**src/hw/rtl/dbs_pkg.sv**
```systemverilog
// shared constants, types and helpers of the delimiter byte stuffer
// used by the interfaces, the cell row and the top level
`default_nettype none

package dbs_pkg;

  localparam int MaxPattern = 8;
  localparam int CntW       = $clog2(MaxPattern + 1);
  localparam int IdxW       = (MaxPattern > 1) ? $clog2(MaxPattern) : 1;
  localparam int DupW       = CntW + 1;
  localparam int LenW       = 4;
  localparam int PatW       = 64;
  localparam int CfgIdxW    = 2;

  localparam logic [CfgIdxW-1:0] CfgLength = 2'd0;
  localparam logic [CfgIdxW-1:0] CfgBytes  = 2'd1;

  typedef logic [7:0] byte_t;

  typedef struct packed {
    logic load;
    logic shift;
  } cell_ctrl_t;

  typedef struct packed {
    logic            load;
    logic [IdxW-1:0] load_pos;
    logic            shift;
  } row_ctrl_t;

  typedef struct packed {
    byte_t head;
    logic  prefix_now;
    logic  prefix_next;
  } row_stat_t;

  function automatic byte_t delim_at(input logic [PatW-1:0] pattern,
                                     input logic [IdxW-1:0] idx);
    return pattern[8*idx +: 8];
  endfunction

endpackage

`default_nettype wire

```
**src/hw/rtl/dbs_if.sv**
```systemverilog
// valid/ready channels for raw input bytes and stuffed output bytes
// depends on dbs_pkg for the byte type
`default_nettype none

interface dbs_in_if;
  logic            valid;
  logic            ready;
  dbs_pkg::byte_t  in_byte;
  logic            message_end;

  modport source (output valid, output in_byte, output message_end, input ready);
  modport sink   (input valid, input in_byte, input message_end, output ready);
endinterface

interface dbs_out_if;
  logic            valid;
  logic            ready;
  dbs_pkg::byte_t  out_byte;
  logic            run_last;
  logic            message_done;

  modport source (output valid, output out_byte, output run_last, output message_done,
                  input ready);
  modport sink   (input valid, input out_byte, input run_last, input message_done,
                  output ready);
endinterface

`default_nettype wire

```
**src/hw/rtl/dbs_cell.sv**
```systemverilog
// one cell of the held-byte row: a byte that loads, shifts toward the head
// and compares against its own and its left neighbor's delimiter byte; uses dbs_pkg
`default_nettype none

module dbs_cell (
  input  wire logic                clk_i,
  input  wire dbs_pkg::cell_ctrl_t ctrl_i,
  input  wire dbs_pkg::byte_t      in_byte_i,
  input  wire dbs_pkg::byte_t      right_i,
  input  wire dbs_pkg::byte_t      delim_here_i,
  input  wire dbs_pkg::byte_t      delim_prev_i,
  output dbs_pkg::byte_t           data_o,
  output logic                     eq_here_o,
  output logic                     eq_prev_o
);
  import dbs_pkg::*;

  byte_t data_d, data_q;

  always_comb begin
    priority if (ctrl_i.load) begin
      data_d = in_byte_i;
    end else if (ctrl_i.shift) begin
      data_d = right_i;
    end else begin
      data_d = data_q;
    end
  end

  always_ff @(posedge clk_i) begin
    data_q <= data_d;
  end

  assign data_o    = data_q;
  assign eq_here_o = (data_q == delim_here_i);
  assign eq_prev_o = (data_q == delim_prev_i);

endmodule

`default_nettype wire

```
**src/hw/rtl/dbs_row.sv**
```systemverilog
// row of held-byte cells with prefix checks of the current and shifted contents
// depends on dbs_pkg and dbs_cell
`default_nettype none

module dbs_row (
  input  wire logic                   clk_i,
  input  wire dbs_pkg::row_ctrl_t     ctrl_i,
  input  wire dbs_pkg::byte_t         in_byte_i,
  input  wire logic [dbs_pkg::PatW-1:0] pattern_i,
  input  wire logic [dbs_pkg::CntW-1:0] cnt_i,
  output dbs_pkg::row_stat_t          stat_o
);
  import dbs_pkg::*;

  byte_t                 data    [MaxPattern];
  logic [MaxPattern-1:0] eq_here;
  logic [MaxPattern-1:0] eq_prev;
  logic                  pfx_now;
  logic                  pfx_next;

  for (genvar k = 0; k < MaxPattern; k++) begin : g_cell
    cell_ctrl_t cctrl;
    byte_t      right;
    byte_t      dprev;

    assign cctrl.load  = ctrl_i.load && (ctrl_i.load_pos == IdxW'(k));
    assign cctrl.shift = ctrl_i.shift;

    if (k < MaxPattern - 1) begin : g_right
      assign right = data[k+1];
    end else begin : g_end
      assign right = '0;
    end

    if (k > 0) begin : g_prev
      assign dprev = pattern_i[8*(k-1) +: 8];
    end else begin : g_first
      assign dprev = '0;
    end

    dbs_cell u_cell (
      .clk_i        (clk_i),
      .ctrl_i       (cctrl),
      .in_byte_i    (in_byte_i),
      .right_i      (right),
      .delim_here_i (pattern_i[8*k +: 8]),
      .delim_prev_i (dprev),
      .data_o       (data[k]),
      .eq_here_o    (eq_here[k]),
      .eq_prev_o    (eq_prev[k])
    );
  end

  // live cells are those below the count; shifted view drops cell 0
  always_comb begin
    pfx_now  = 1'b1;
    pfx_next = 1'b1;
    for (int k = 0; k < MaxPattern; k++) begin
      if ((CntW'(k) < cnt_i) && !eq_here[k]) begin
        pfx_now = 1'b0;
      end
      if ((k > 0) && (CntW'(k) < cnt_i) && !eq_prev[k]) begin
        pfx_next = 1'b0;
      end
    end
  end

  assign stat_o.head        = data[0];
  assign stat_o.prefix_now  = pfx_now;
  assign stat_o.prefix_next = pfx_next;

endmodule

`default_nettype wire

```
**src/hw/rtl/delimiter_byte_stuffer_top.sv**
```systemverilog
// delimiter byte stuffer: a request is accepted into the cell row and scanned; a result releases
// r bytes, and may end in a flush of f held bytes at message end or in a full match of an L-byte
// delimiter, sent twice as 2L bytes; a stalled output holds the emitting state while the output
// register stays full; requests are taken one request at a time, set by the single output register
// and the shifting cell row
// reset clears the sequencer, the held count and the output valid, length 1, pattern 0
`default_nettype none

module delimiter_byte_stuffer_top (
  input  wire logic                      clk_i,
  input  wire logic                      rst_ni,
  input  wire logic                      cfg_we_i,
  input  wire logic [dbs_pkg::CfgIdxW-1:0] cfg_idx_i,
  input  wire logic [dbs_pkg::PatW-1:0]  cfg_wdata_i,
  dbs_in_if.sink                         in_i,
  dbs_out_if.source                      out_o
);
  import dbs_pkg::*;

  typedef enum logic [3:0] {
    StIdle  = 4'b0001,
    StScan  = 4'b0010,
    StDup   = 4'b0100,
    StFlush = 4'b1000
  } state_e;

  state_e            state_d, state_q;
  logic [CntW-1:0]   cnt_d, cnt_q;
  logic [DupW-1:0]   dup_d, dup_q;
  logic              end_d, end_q;
  logic [LenW-1:0]   len_q;
  logic [PatW-1:0]   pat_q;

  logic              out_valid_d, out_valid_q;
  byte_t             out_byte_q;
  logic              out_last_q, out_done_q;

  logic              emit, emit_last, emit_done;
  byte_t             emit_byte;
  logic              out_free;

  logic [CntW-1:0]   len_eff;
  logic [CntW-1:0]   cnt_m1;
  logic [DupW-1:0]   len_x, len2, dup_idx;
  logic              pfx_now, pfx_next, more_rel, dup_last;

  row_ctrl_t         row_ctrl;
  row_stat_t         row_stat;

  // configuration
  always_ff @(posedge clk_i or negedge rst_ni) begin
    if (!rst_ni) begin
      len_q <= LenW'(1);
      pat_q <= '0;
    end else if (cfg_we_i) begin
      if (cfg_idx_i == CfgLength) begin
        len_q <= cfg_wdata_i[LenW-1:0];
      end else if (cfg_idx_i == CfgBytes) begin
        pat_q <= cfg_wdata_i;
      end
    end
  end

  always_comb begin
    priority if (len_q == '0) begin
      len_eff = CntW'(1);
    end else if (CntW'(len_q) > CntW'(MaxPattern)) begin
      len_eff = CntW'(MaxPattern);
    end else begin
      len_eff = CntW'(len_q);
    end
  end

  dbs_row u_row (
    .clk_i     (clk_i),
    .ctrl_i    (row_ctrl),
    .in_byte_i (in_i.in_byte),
    .pattern_i (pat_q),
    .cnt_i     (cnt_q),
    .stat_o    (row_stat)
  );

  assign out_free = !out_valid_q || out_o.ready;
  assign cnt_m1   = cnt_q - CntW'(1);
  assign pfx_now  = (cnt_q <= len_eff) && row_stat.prefix_now;
  assign pfx_next = (cnt_m1 <= len_eff) && row_stat.prefix_next;
  // more output follows this release
  assign more_rel = (cnt_m1 != '0) && (!pfx_next || (cnt_m1 == len_eff) || end_q);

  assign len_x    = DupW'(len_eff);
  assign len2     = len_x << 1;
  assign dup_idx  = (dup_q < len_x) ? dup_q : (dup_q - len_x);
  assign dup_last = ((dup_q + DupW'(1)) == len2);

  assign in_i.ready = (state_q == StIdle);

  always_comb begin
    state_d   = state_q;
    cnt_d     = cnt_q;
    dup_d     = dup_q;
    end_d     = end_q;
    row_ctrl  = '0;
    emit      = 1'b0;
    emit_byte = row_stat.head;
    emit_last = 1'b0;
    emit_done = 1'b0;

    unique case (state_q)
      StIdle: begin
        if (in_i.valid) begin
          row_ctrl.load     = 1'b1;
          row_ctrl.load_pos = cnt_q[IdxW-1:0];
          cnt_d             = cnt_q + CntW'(1);
          end_d             = in_i.message_end;
          state_d           = StScan;
        end
      end
      StScan: begin
        if (pfx_now && (cnt_q == len_eff)) begin
          dup_d   = '0;
          state_d = StDup;
        end else if (pfx_now) begin
          state_d = (end_q && (cnt_q != '0)) ? StFlush : StIdle;
        end else if (out_free) begin
          emit           = 1'b1;
          emit_last      = !more_rel;
          emit_done      = !more_rel && end_q;
          row_ctrl.shift = 1'b1;
          cnt_d          = cnt_m1;
          if (!more_rel) begin
            state_d = StIdle;
          end
        end
      end
      StDup: begin
        if (out_free) begin
          emit      = 1'b1;
          emit_byte = delim_at(pat_q, dup_idx[IdxW-1:0]);
          emit_last = dup_last;
          emit_done = dup_last && end_q;
          if (dup_last) begin
            cnt_d   = '0;
            state_d = StIdle;
          end else begin
            dup_d = dup_q + DupW'(1);
          end
        end
      end
      StFlush: begin
        if (out_free) begin
          emit           = 1'b1;
          row_ctrl.shift = 1'b1;
          cnt_d          = cnt_m1;
          if (cnt_q == CntW'(1)) begin
            emit_last = 1'b1;
            emit_done = 1'b1;
            state_d   = StIdle;
          end
        end
      end
      default: begin
        state_d = StIdle;
      end
    endcase
  end

  always_ff @(posedge clk_i or negedge rst_ni) begin
    if (!rst_ni) begin
      state_q <= StIdle;
      cnt_q   <= '0;
      dup_q   <= '0;
      end_q   <= 1'b0;
    end else begin
      state_q <= state_d;
      cnt_q   <= cnt_d;
      dup_q   <= dup_d;
      end_q   <= end_d;
    end
  end

  // output register
  always_comb begin
    if (emit) begin
      out_valid_d = 1'b1;
    end else if (out_o.ready) begin
      out_valid_d = 1'b0;
    end else begin
      out_valid_d = out_valid_q;
    end
  end

  always_ff @(posedge clk_i or negedge rst_ni) begin
    if (!rst_ni) begin
      out_valid_q <= 1'b0;
    end else begin
      out_valid_q <= out_valid_d;
    end
  end

  always_ff @(posedge clk_i) begin
    if (emit) begin
      out_byte_q <= emit_byte;
      out_last_q <= emit_last;
      out_done_q <= emit_done;
    end
  end

  assign out_o.valid        = out_valid_q;
  assign out_o.out_byte     = out_byte_q;
  assign out_o.run_last     = out_last_q;
  assign out_o.message_done = out_done_q;

  // checks
  a_room_on_request: assert property (@(posedge clk_i) disable iff (!rst_ni)
    (in_i.valid && in_i.ready) |-> (cnt_q < CntW'(MaxPattern)))
    else $error("request taken with a full cell row");

  a_done_is_last: assert property (@(posedge clk_i) disable iff (!rst_ni)
    out_o.valid |-> (!out_o.message_done || out_o.run_last))
    else $error("message done without run last");

  a_end_empties: assert property (@(posedge clk_i) disable iff (!rst_ni)
    ((state_q != StIdle) && (state_d == StIdle) && end_q) |=> (cnt_q == '0))
    else $error("bytes still held after message end");

  a_dup_range: assert property (@(posedge clk_i) disable iff (!rst_ni)
    (state_q == StDup) |-> (dup_q < len2))
    else $error("duplicate counter out of range");

endmodule

`default_nettype wire
```
**src/flat_wrapper.sv**
```systemverilog
// flat-port wrapper written by rule: the top's interface ports become plain ports
module delimiter_byte_stuffer_top_flat import dbs_pkg::*;
  (clk_i, rst_ni, cfg_we_i, cfg_idx_i, cfg_wdata_i, in_i_valid, in_i_in_byte, in_i_message_end, in_i_ready, out_o_valid, out_o_out_byte, out_o_run_last, out_o_message_done, out_o_ready);
  dbs_in_if in_i_i ();
  dbs_out_if out_o_i ();
  input  wire logic clk_i;
  input  wire logic rst_ni;
  input  wire logic cfg_we_i;
  input  wire logic [dbs_pkg::CfgIdxW-1:0] cfg_idx_i;
  input  wire logic [dbs_pkg::PatW-1:0] cfg_wdata_i;
  input wire logic [$bits(in_i_i.valid)-1:0] in_i_valid;
  input wire logic [$bits(in_i_i.in_byte)-1:0] in_i_in_byte;
  input wire logic [$bits(in_i_i.message_end)-1:0] in_i_message_end;
  output wire logic [$bits(in_i_i.ready)-1:0] in_i_ready;
  output wire logic [$bits(out_o_i.valid)-1:0] out_o_valid;
  output wire logic [$bits(out_o_i.out_byte)-1:0] out_o_out_byte;
  output wire logic [$bits(out_o_i.run_last)-1:0] out_o_run_last;
  output wire logic [$bits(out_o_i.message_done)-1:0] out_o_message_done;
  input wire logic [$bits(out_o_i.ready)-1:0] out_o_ready;
  assign in_i_i.valid = in_i_valid;
  assign in_i_i.in_byte = in_i_in_byte;
  assign in_i_i.message_end = in_i_message_end;
  assign in_i_ready = in_i_i.ready;
  assign out_o_valid = out_o_i.valid;
  assign out_o_out_byte = out_o_i.out_byte;
  assign out_o_run_last = out_o_i.run_last;
  assign out_o_message_done = out_o_i.message_done;
  assign out_o_i.ready = out_o_ready;
  delimiter_byte_stuffer_top u_core (.clk_i(clk_i), .rst_ni(rst_ni), .cfg_we_i(cfg_we_i), .cfg_idx_i(cfg_idx_i), .cfg_wdata_i(cfg_wdata_i), .in_i(in_i_i), .out_o(out_o_i));
endmodule
```
**config.mk**
```make
export PLATFORM = sky130hd
export DESIGN_NAME = delimiter_byte_stuffer_top_flat
export DESIGN_NICKNAME = d
export VERILOG_FILES = /design/src/hw/rtl/dbs_pkg.sv /design/src/hw/rtl/dbs_if.sv /design/src/hw/rtl/dbs_cell.sv /design/src/hw/rtl/dbs_row.sv /design/src/hw/rtl/delimiter_byte_stuffer_top.sv /design/src/flat_wrapper.sv
export SDC_FILE = /design/constraint.sdc
export NUM_CORES = 1
export LEC_CHECK = 0
export ABC_AREA = 1
export ABC_CLOCK_PERIOD_IN_PS = 3500
export BUFFER_PORTS_ARGS = -buffer_cell sky130_fd_sc_hd__buf_2
export CAP_MARGIN = 10
export CORE_ASPECT_RATIO = 1.4
export CORE_MARGIN = 2
export CORE_UTILIZATION = 50
export CTS_BUF_LIST = sky130_fd_sc_hd__clkbuf_8
export CTS_CLUSTER_DIAMETER = 60
export DETAILED_ROUTE_END_ITERATION = 7
export PLACE_DENSITY = 0.73
export SYNTH_ARGS = -nofsm -noshare
export SYNTH_HDL_FRONTEND = slang
export SYNTH_SLANG_ARGS = --single-unit
```
**constraint.sdc**
```tcl
create_clock -name clk_i -period 3.5 [get_ports clk_i]
set_clock_uncertainty 0.2 [all_clocks]
set_input_delay 0.7 -clock clk_i [delete_from_list [all_inputs] [get_ports clk_i]]
set_output_delay 0.7 -clock clk_i [all_outputs]
set_load 0.03 [all_outputs]
```
==> results of run 1 <==
[metrics by stage]
stage          power, uW  area, um^2
6_report            7050       10400
5_1_grt             7500       10400
4_1_cts             7060       10400
3_5_place_dp        5630       10000
3_3_place_gp        5560       10000
2_1_floorplan       4910        9310
[critical path: cells and delay by family, from the launching register on]
family / cells / cell delay [ps]
adder cells (fa/ha/maj): 1 / 380
flip-flops: 1 / 390
buffers and inverters: 3 / 440
AND/OR/NAND/NOR: 6 / 760
AO/OA/AOI/OAI: 3 / 740
[where the power goes]
part / switching [uW] / internal, uW
registers: 546 / 2510
clock network: 686 / 737
logic: 1520 / 1050
total: 2750 / 4300
[flip-flops by register name, summed over array words and instances, names as in the netlist]
name	flops
u_core.pat_q	64
u_core.u_row.g_cell.u_cell.data_o	64
u_core.out_o.out_byte	8
u_core.dup_q	5
u_core.cnt_q	4
u_core.len_q	4
u_core.state_q	4
u_core.end_q	1
u_core.out_o.message_done	1
u_core.out_o.run_last	1
u_core.out_o.valid	1
[routing by layer]
metal / vias up / track usage (%) / routed length, um
met5: - / 0 / 0
met2: 269 / 44.4 / 12400
met4: 0 / 14.9 / 1290
li1: 3725 / - / -
met1: 3607 / 30.5 / 9960
met3: 71 / 4.98 / 1340
[cell families after synthesis]
logic type / share of synthesized area (%)
adder cells (fa/ha/maj): 2.23
XOR/XNOR: 10.1
flip-flops: 46.2
buffers and inverters: 5.55
AND/OR/NAND/NOR: 22.2
multiplexers: 4.11
AO/OA/AOI/OAI: 9.52
[cells in the final DEF, fill, tap and decap left out, drive strengths merged]
master and count:
nand2 301, inv 103, nor2 98, buf 98
xnor2 97, o21ai 87, dfrtp 81, edfxtp 74
nand3 57, mux2 34, o211ai 32, a21oi 29
clkbuf 19, ha 15, nand4 10, xor2 10
or2 9, nor3 4, nand3b 3, bufinv 3
clkinv 3, dfstp 2, o21a 1, and2 1
a211o 1, a311oi 1, and3 1, o22ai 1
a21boi 1, fa 1, clkinvlp 1
[area by class of cell]
class,count,area [um^2]
Clock inverter,13,149
Sequential cell,157,4300
Clock buffer,19,262
Tap cell,244,305
Multi-Input combinational cell,794,4490
Fill cell,1689,8050
Inverter,97,364
Timing Repair Buffer,98,536
[worst min-delay path by stage]
| stage | start | end | slack, ps | cells past startpoint |
|---|---|---|---|---|
| floorplan | rst_ni | u_core.cnt_q[0] | 200 | 0 |
| global placement | u_core.state_q[2] | u_core.state_q[2] | 290 | 2 |
| detailed placement | u_core.len_q[0] | u_core.len_q[0] | 290 | 2 |
| CTS | in_i_message_end | u_core.end_q | 220 | 3 |
| global route | in_i_message_end | u_core.end_q | 220 | 3 |
| finish | rst_ni | u_core.pat_q[14] | 240 | 1 |
==> flow_metrics.env, run 1 <==
export IMPL_syn_nets=1173
export IMPL_antennaDiodeCount=0
export IMPL_num_rows=59
export IMPL_die_w_um=119
export IMPL_endpoint_kind="register"
export IMPL_h_tree_depth=4
export IMPL_synth_top_cell_area_share_pct=23.9
export IMPL_firstDrtPassIters=5
export IMPL_crit_path_max_incr_delay_ps=410
export IMPL_syn_cell_area_mm2=0.00931
export IMPL_maxClockFrequency_mhz=317
export IMPL_fin_cells=1422
export IMPL_p_per_area_mw_per_mm2=677
export IMPL_root_buffer="clkbuf_8"
export IMPL_r2r_end="u_core.out_o.out_byte[5]"
export IMPL_yosysTopAreaCell="edfxtp_1"
export IMPL_cts_hold_buf=0
export IMPL_initial_core_util_pct=50.4
export IMPL_synth_area_leaders="edfxtp_1 (24%), dfrtp_1 (22%), nand2_1 (12%), xnor2_1 (9.0%), mux2_2 (4.1%)"
export IMPL_yosys_warnings=0
export IMPL_ant_nets=0
export IMPL_ys_ff_latch=157
export IMPL_ys_types=43
export IMPL_fin_ws_ps=348
export IMPL_drv_cap=0
export IMPL_tns_ps=0
export IMPL_min_period_ps=3150
export IMPL_dp_cells=1390
export IMPL_synth_common_cells="nand2_1 (292), xnor2_1 (96), nor2_1 (92)"
export IMPL_hold_viol_final=0
export IMPL_grt_pass1_vias=7145
export IMPL_ys_seq_area_share_pct=46.2
export IMPL_grt_pass1_wl_mm=38.2
export IMPL_portBuffers=91
export IMPL_finish_utilization_pct=56.4
export IMPL_worst_pin_slew_ps=1090
export IMPL_critPathKind="reg -> reg"
export IMPL_cts_sinks=157
export IMPL_avgRoutedWirePerCell_um=17.6
export IMPL_holdWs_ps=238
export IMPL_startpoint="u_core.len_q[3]"
export IMPL_async_flop_share_pct=52.9
export IMPL_rrSetupSlack_ps=350
export IMPL_reg2reg_depth=13
export IMPL_drt_iter0_markers=589
export IMPL_r2r_start="u_core.len_q[3]"
export IMPL_cts_tree="built"
export IMPL_dp_slack_ps=388
export IMPL_drive_above_1_share_pct=17.3
export IMPL_outcome="finished, final reports clean"
export IMPL_setup_violations=0
export IMPL_via_count=7672
export IMPL_relSlewSlack_pct=27.6
export IMPL_hp_class="in -> async"
export IMPL_crit_end="u_core.out_o.out_byte[5]"
export IMPL_drt_wl_total_mm=25.0
export IMPL_rsz0062_at_grt="no"
export IMPL_crit_path_frequent_cell="nand2_1"
export IMPL_clk_latency_ps=470
export IMPL_drc_errors=0
export IMPL_clk_path_buf_depth=2
export IMPL_path_cells="inv_1 > nand2_1 > ha_1 > nand2_1 > inv_1 > o21ai_2 > nand3_4 > o21ai_4 > inv_2 > o211ai_1 > nand3_1 > nand3_1 > nand2_1"
export IMPL_grt_overflow=0
export IMPL_syn_to_final_growth_pct=11.8
export IMPL_ctsResizeCount=0
export IMPL_yosysMostFrequentCell="nand2_1"
export IMPL_ys_flop_type="dfrtp_1"
export IMPL_cp_slowest_cell="o21ai_4"
export IMPL_die_area_mm2=0.0197
export IMPL_synth_edff_count=74
export IMPL_worst_setup_path_start_kind="register"
export IMPL_grt_max_degree=95
export IMPL_track_usage_pct=25.9
export IMPL_cts_setup_buffers=0
export IMPL_die_h_um=165
export IMPL_num_io_pins=92
export IMPL_cp_arrival_ps=3180
export IMPL_clk_pin_slew_ps=80
export IMPL_numCtsBuffers=17
export IMPL_synth_cells=1077
export IMPL_hpwl_mm=19.3
export IMPL_period_share_pct=90.1
export IMPL_cp_max_fo=17
export IMPL_ir_worst_vdd_mv=0.284
export IMPL_maxSlewViolCount=0
export IMPL_syn_mean_instance_area_um2=8.64
export IMPL_final_nets=1261
export IMPL_place_gp_congestion=0.943
export IMPL_p_leak_uw=0.00473
export IMPL_grt_antenna_before_repair=0
export IMPL_viasPerCell=5.40
export IMPL_coreArea_mm2=0.0185
export IMPL_cp_required_ps=3530
No activity file was read; power rests on OpenSTA's default activity.
==> run 2: changes to the inputs <==
- CORE_ASPECT_RATIO: 1.4 -> 1.5
- CORE_UTILIZATION: 50 -> 62
- PLACE_DENSITY: 0.73 -> 0.87
==> run 2 against run 1 <==
  * Design area is 0.35% higher
  * Total power is 2.9% higher
  * Non-clock buffer count is 7 higher
  * Flip-flop and latch count stayed put
  * Sequential power hardly changed
  * Register-to-register slack worse by 70 ps
  * Core utilization is 15 points higher
  * Via count is 3.8% higher
  * Die area is 19% lower
==> flow_metrics.env, run 2 (synthesis results as in run 1) <==
export IMPL_cts_tree="built"
export IMPL_drive_above_1_share_pct=17.9
export IMPL_avgRoutedWirePerCell_um=18.7
export IMPL_h_tree_depth=4
export IMPL_pwr_share_seq_pct=42.1
export IMPL_dp_slack_ps=355
export IMPL_viasPerCell=5.76
export IMPL_cp_arrival_ps=3150
export IMPL_relSlewSlack_pct=28.9
export IMPL_fillCellCount=1126
export IMPL_ir_worst_vdd_mv=0.387
export IMPL_most_common_layout_cells="nand2_1 (292), xnor2_1 (96), inv_1 (93), nor2_1 (92), buf_2 (90)"
export IMPL_rrSetupSlack_ps=280
export IMPL_p_per_area_mw_per_mm2=694
export IMPL_coreArea_mm2=0.0146
export IMPL_maxSlewViolCount=0
export IMPL_cts_sinks=157
export IMPL_cp_required_ps=3430
export IMPL_grt_overflow=0
export IMPL_worst_setup_path_start_kind="register"
export IMPL_design_area_mm2=0.0104
export IMPL_ctsResizeCount=0
export IMPL_place_gp_congestion=0.953
export IMPL_cp_max_fo=10
export IMPL_outcome="finished, final reports clean"
export IMPL_endpoint_kind="register"
export IMPL_cts_setup_buffers=0
export IMPL_drc_errors=0
export IMPL_tns_ps=0
export IMPL_hp_class="in -> async"
export IMPL_drt_iter0_markers=791
export IMPL_syn_to_final_growth_pct=12.2
export IMPL_drt_wl_total_mm=25.9
export IMPL_clk_latency_ps=480
export IMPL_place_area_mm2=0.0100
export IMPL_portBuffers=91
export IMPL_drv_cap=0
export IMPL_grt_use_met3_pct=5.34
export IMPL_final_common_cell="nand2_1"
export IMPL_clk_pin_slew_ps=80
export IMPL_finish_utilization_pct=71.6
export IMPL_grt_max_degree=84
export IMPL_clock_power_share_pct=20.9
export IMPL_die_h_um=154
export IMPL_num_io_pins=92
export IMPL_clk_path_buf_depth=2
export IMPL_setup_violations=0
export IMPL_initial_core_util_pct=63.8
export IMPL_hpwl_mm=19.9
export IMPL_p_leak_uw=0.00477
export IMPL_final_nets=1268
export IMPL_firstDrtPassIters=6
export IMPL_fin_ws_ps=279
export IMPL_root_buffer="clkbuf_8"
export IMPL_grt_pass1_wl_mm=40.7
export IMPL_rsz0062_at_grt="no"
export IMPL_worst_pin_slew_ps=1070
export IMPL_min_period_ps=3220
export IMPL_cts_hold_buf=0
export IMPL_grt_antenna_before_repair=1
export IMPL_r2r_start="u_core.len_q[3]"
export IMPL_track_usage_pct=33.3
export IMPL_reg2reg_depth=14
export IMPL_r2r_end="u_core.out_o.out_byte[0]"
export IMPL_swShare_pct=39.4
export IMPL_die_w_um=104
export IMPL_p_switching_uw=2860
export IMPL_numCtsBuffers=17
export IMPL_via_count=7960
export IMPL_top_usage_layer="met2"
export IMPL_use_met2_pct=57.6
export IMPL_critPathKind="reg -> reg"
export IMPL_p_int_uw=4390
export IMPL_combPwrFrac_pct=37.1
export IMPL_met1_usage_pct=39.5
export IMPL_period_share_pct=92.0
export IMPL_maxClockFrequency_mhz=310
export IMPL_ant_nets=0
export IMPL_die_area_mm2=0.0160
export IMPL_hold_viol_final=0
export IMPL_num_rows=54
export IMPL_grt_pass1_vias=7750
## run 2: layout make-up
type,instances,area [um^2],area share [%]
sequential,157,4300,41.2
multi-input combinational,794,4490,43.0
antenna,1,2.50,0.0240
inverter,97,364,3.49
timing repair buffer,105,601,5.75
clock buffer,18,248,2.37
clock inverter,14,191,1.83
tap,196,245,2.35
## run 2: worst max path at each step
stage | start | to | slack [ps] | cells after the start
final | u_core.len_q[3] | u_core.out_o.out_byte[0] | 280 | 14
after detailed placement | u_core.len_q[3] | u_core.out_o.out_byte[1] | 350 | 14
after global routing | u_core.len_q[3] | u_core.out_o.out_byte[1] | 90 | 14
after global placement | u_core.len_q[0] | u_core.out_o.out_byte[6] | 450 | 13
after floorplan | u_core.len_q[3] | u_core.out_o.message_done | 830 | 14
after CTS | u_core.len_q[3] | u_core.out_o.out_byte[1] | 320 | 14
## run 2: routing by layer
layer	vias up	share of wire (%)
met3	91	7.6
li1	3737	-
met2	438	50
met5	-	0
met1	3694	36
met4	0	5.9
## run 2: through the flow
stage | total power [uW] | hold WS [ps] | cells
after global placement | 5580 | 283 | 1349
after global routing | 7670 | 237 | 1382
after floorplan | 4910 | 204 | 1077
final | 7250 | 218 | 1382
after CTS | 7200 | 209 | 1381
after detailed placement | 5700 | 281 | 1349
## run 2: power by group through the flow
| stage | Combinational [uW] | Clock [uW] | Sequential [uW] |
|---|---|---|---|
| after floorplan | 1970 | 0 | 2930 |
| after CTS | 2650 | 1520 | 3030 |
| final | 2690 | 1510 | 3050 |
| after detailed placement | 2630 | 0 | 3070 |
| after global routing | 3010 | 1590 | 3080 |
| after global placement | 2530 | 0 | 3050 |
## run 2: critical path, cell delays in order (launching register included)
cell and delay, ps:
dfrtp_1 400, inv_1 170, nand2_1 230, ha_1 370
a21oi_1 140, o21ai_0 90, nand2_1 70, nand3_1 70
nor2_1 160, and2_1 200, nor2_2 70, nand2_2 80
nand2_1 60, inv_2 220, nand2_1 340
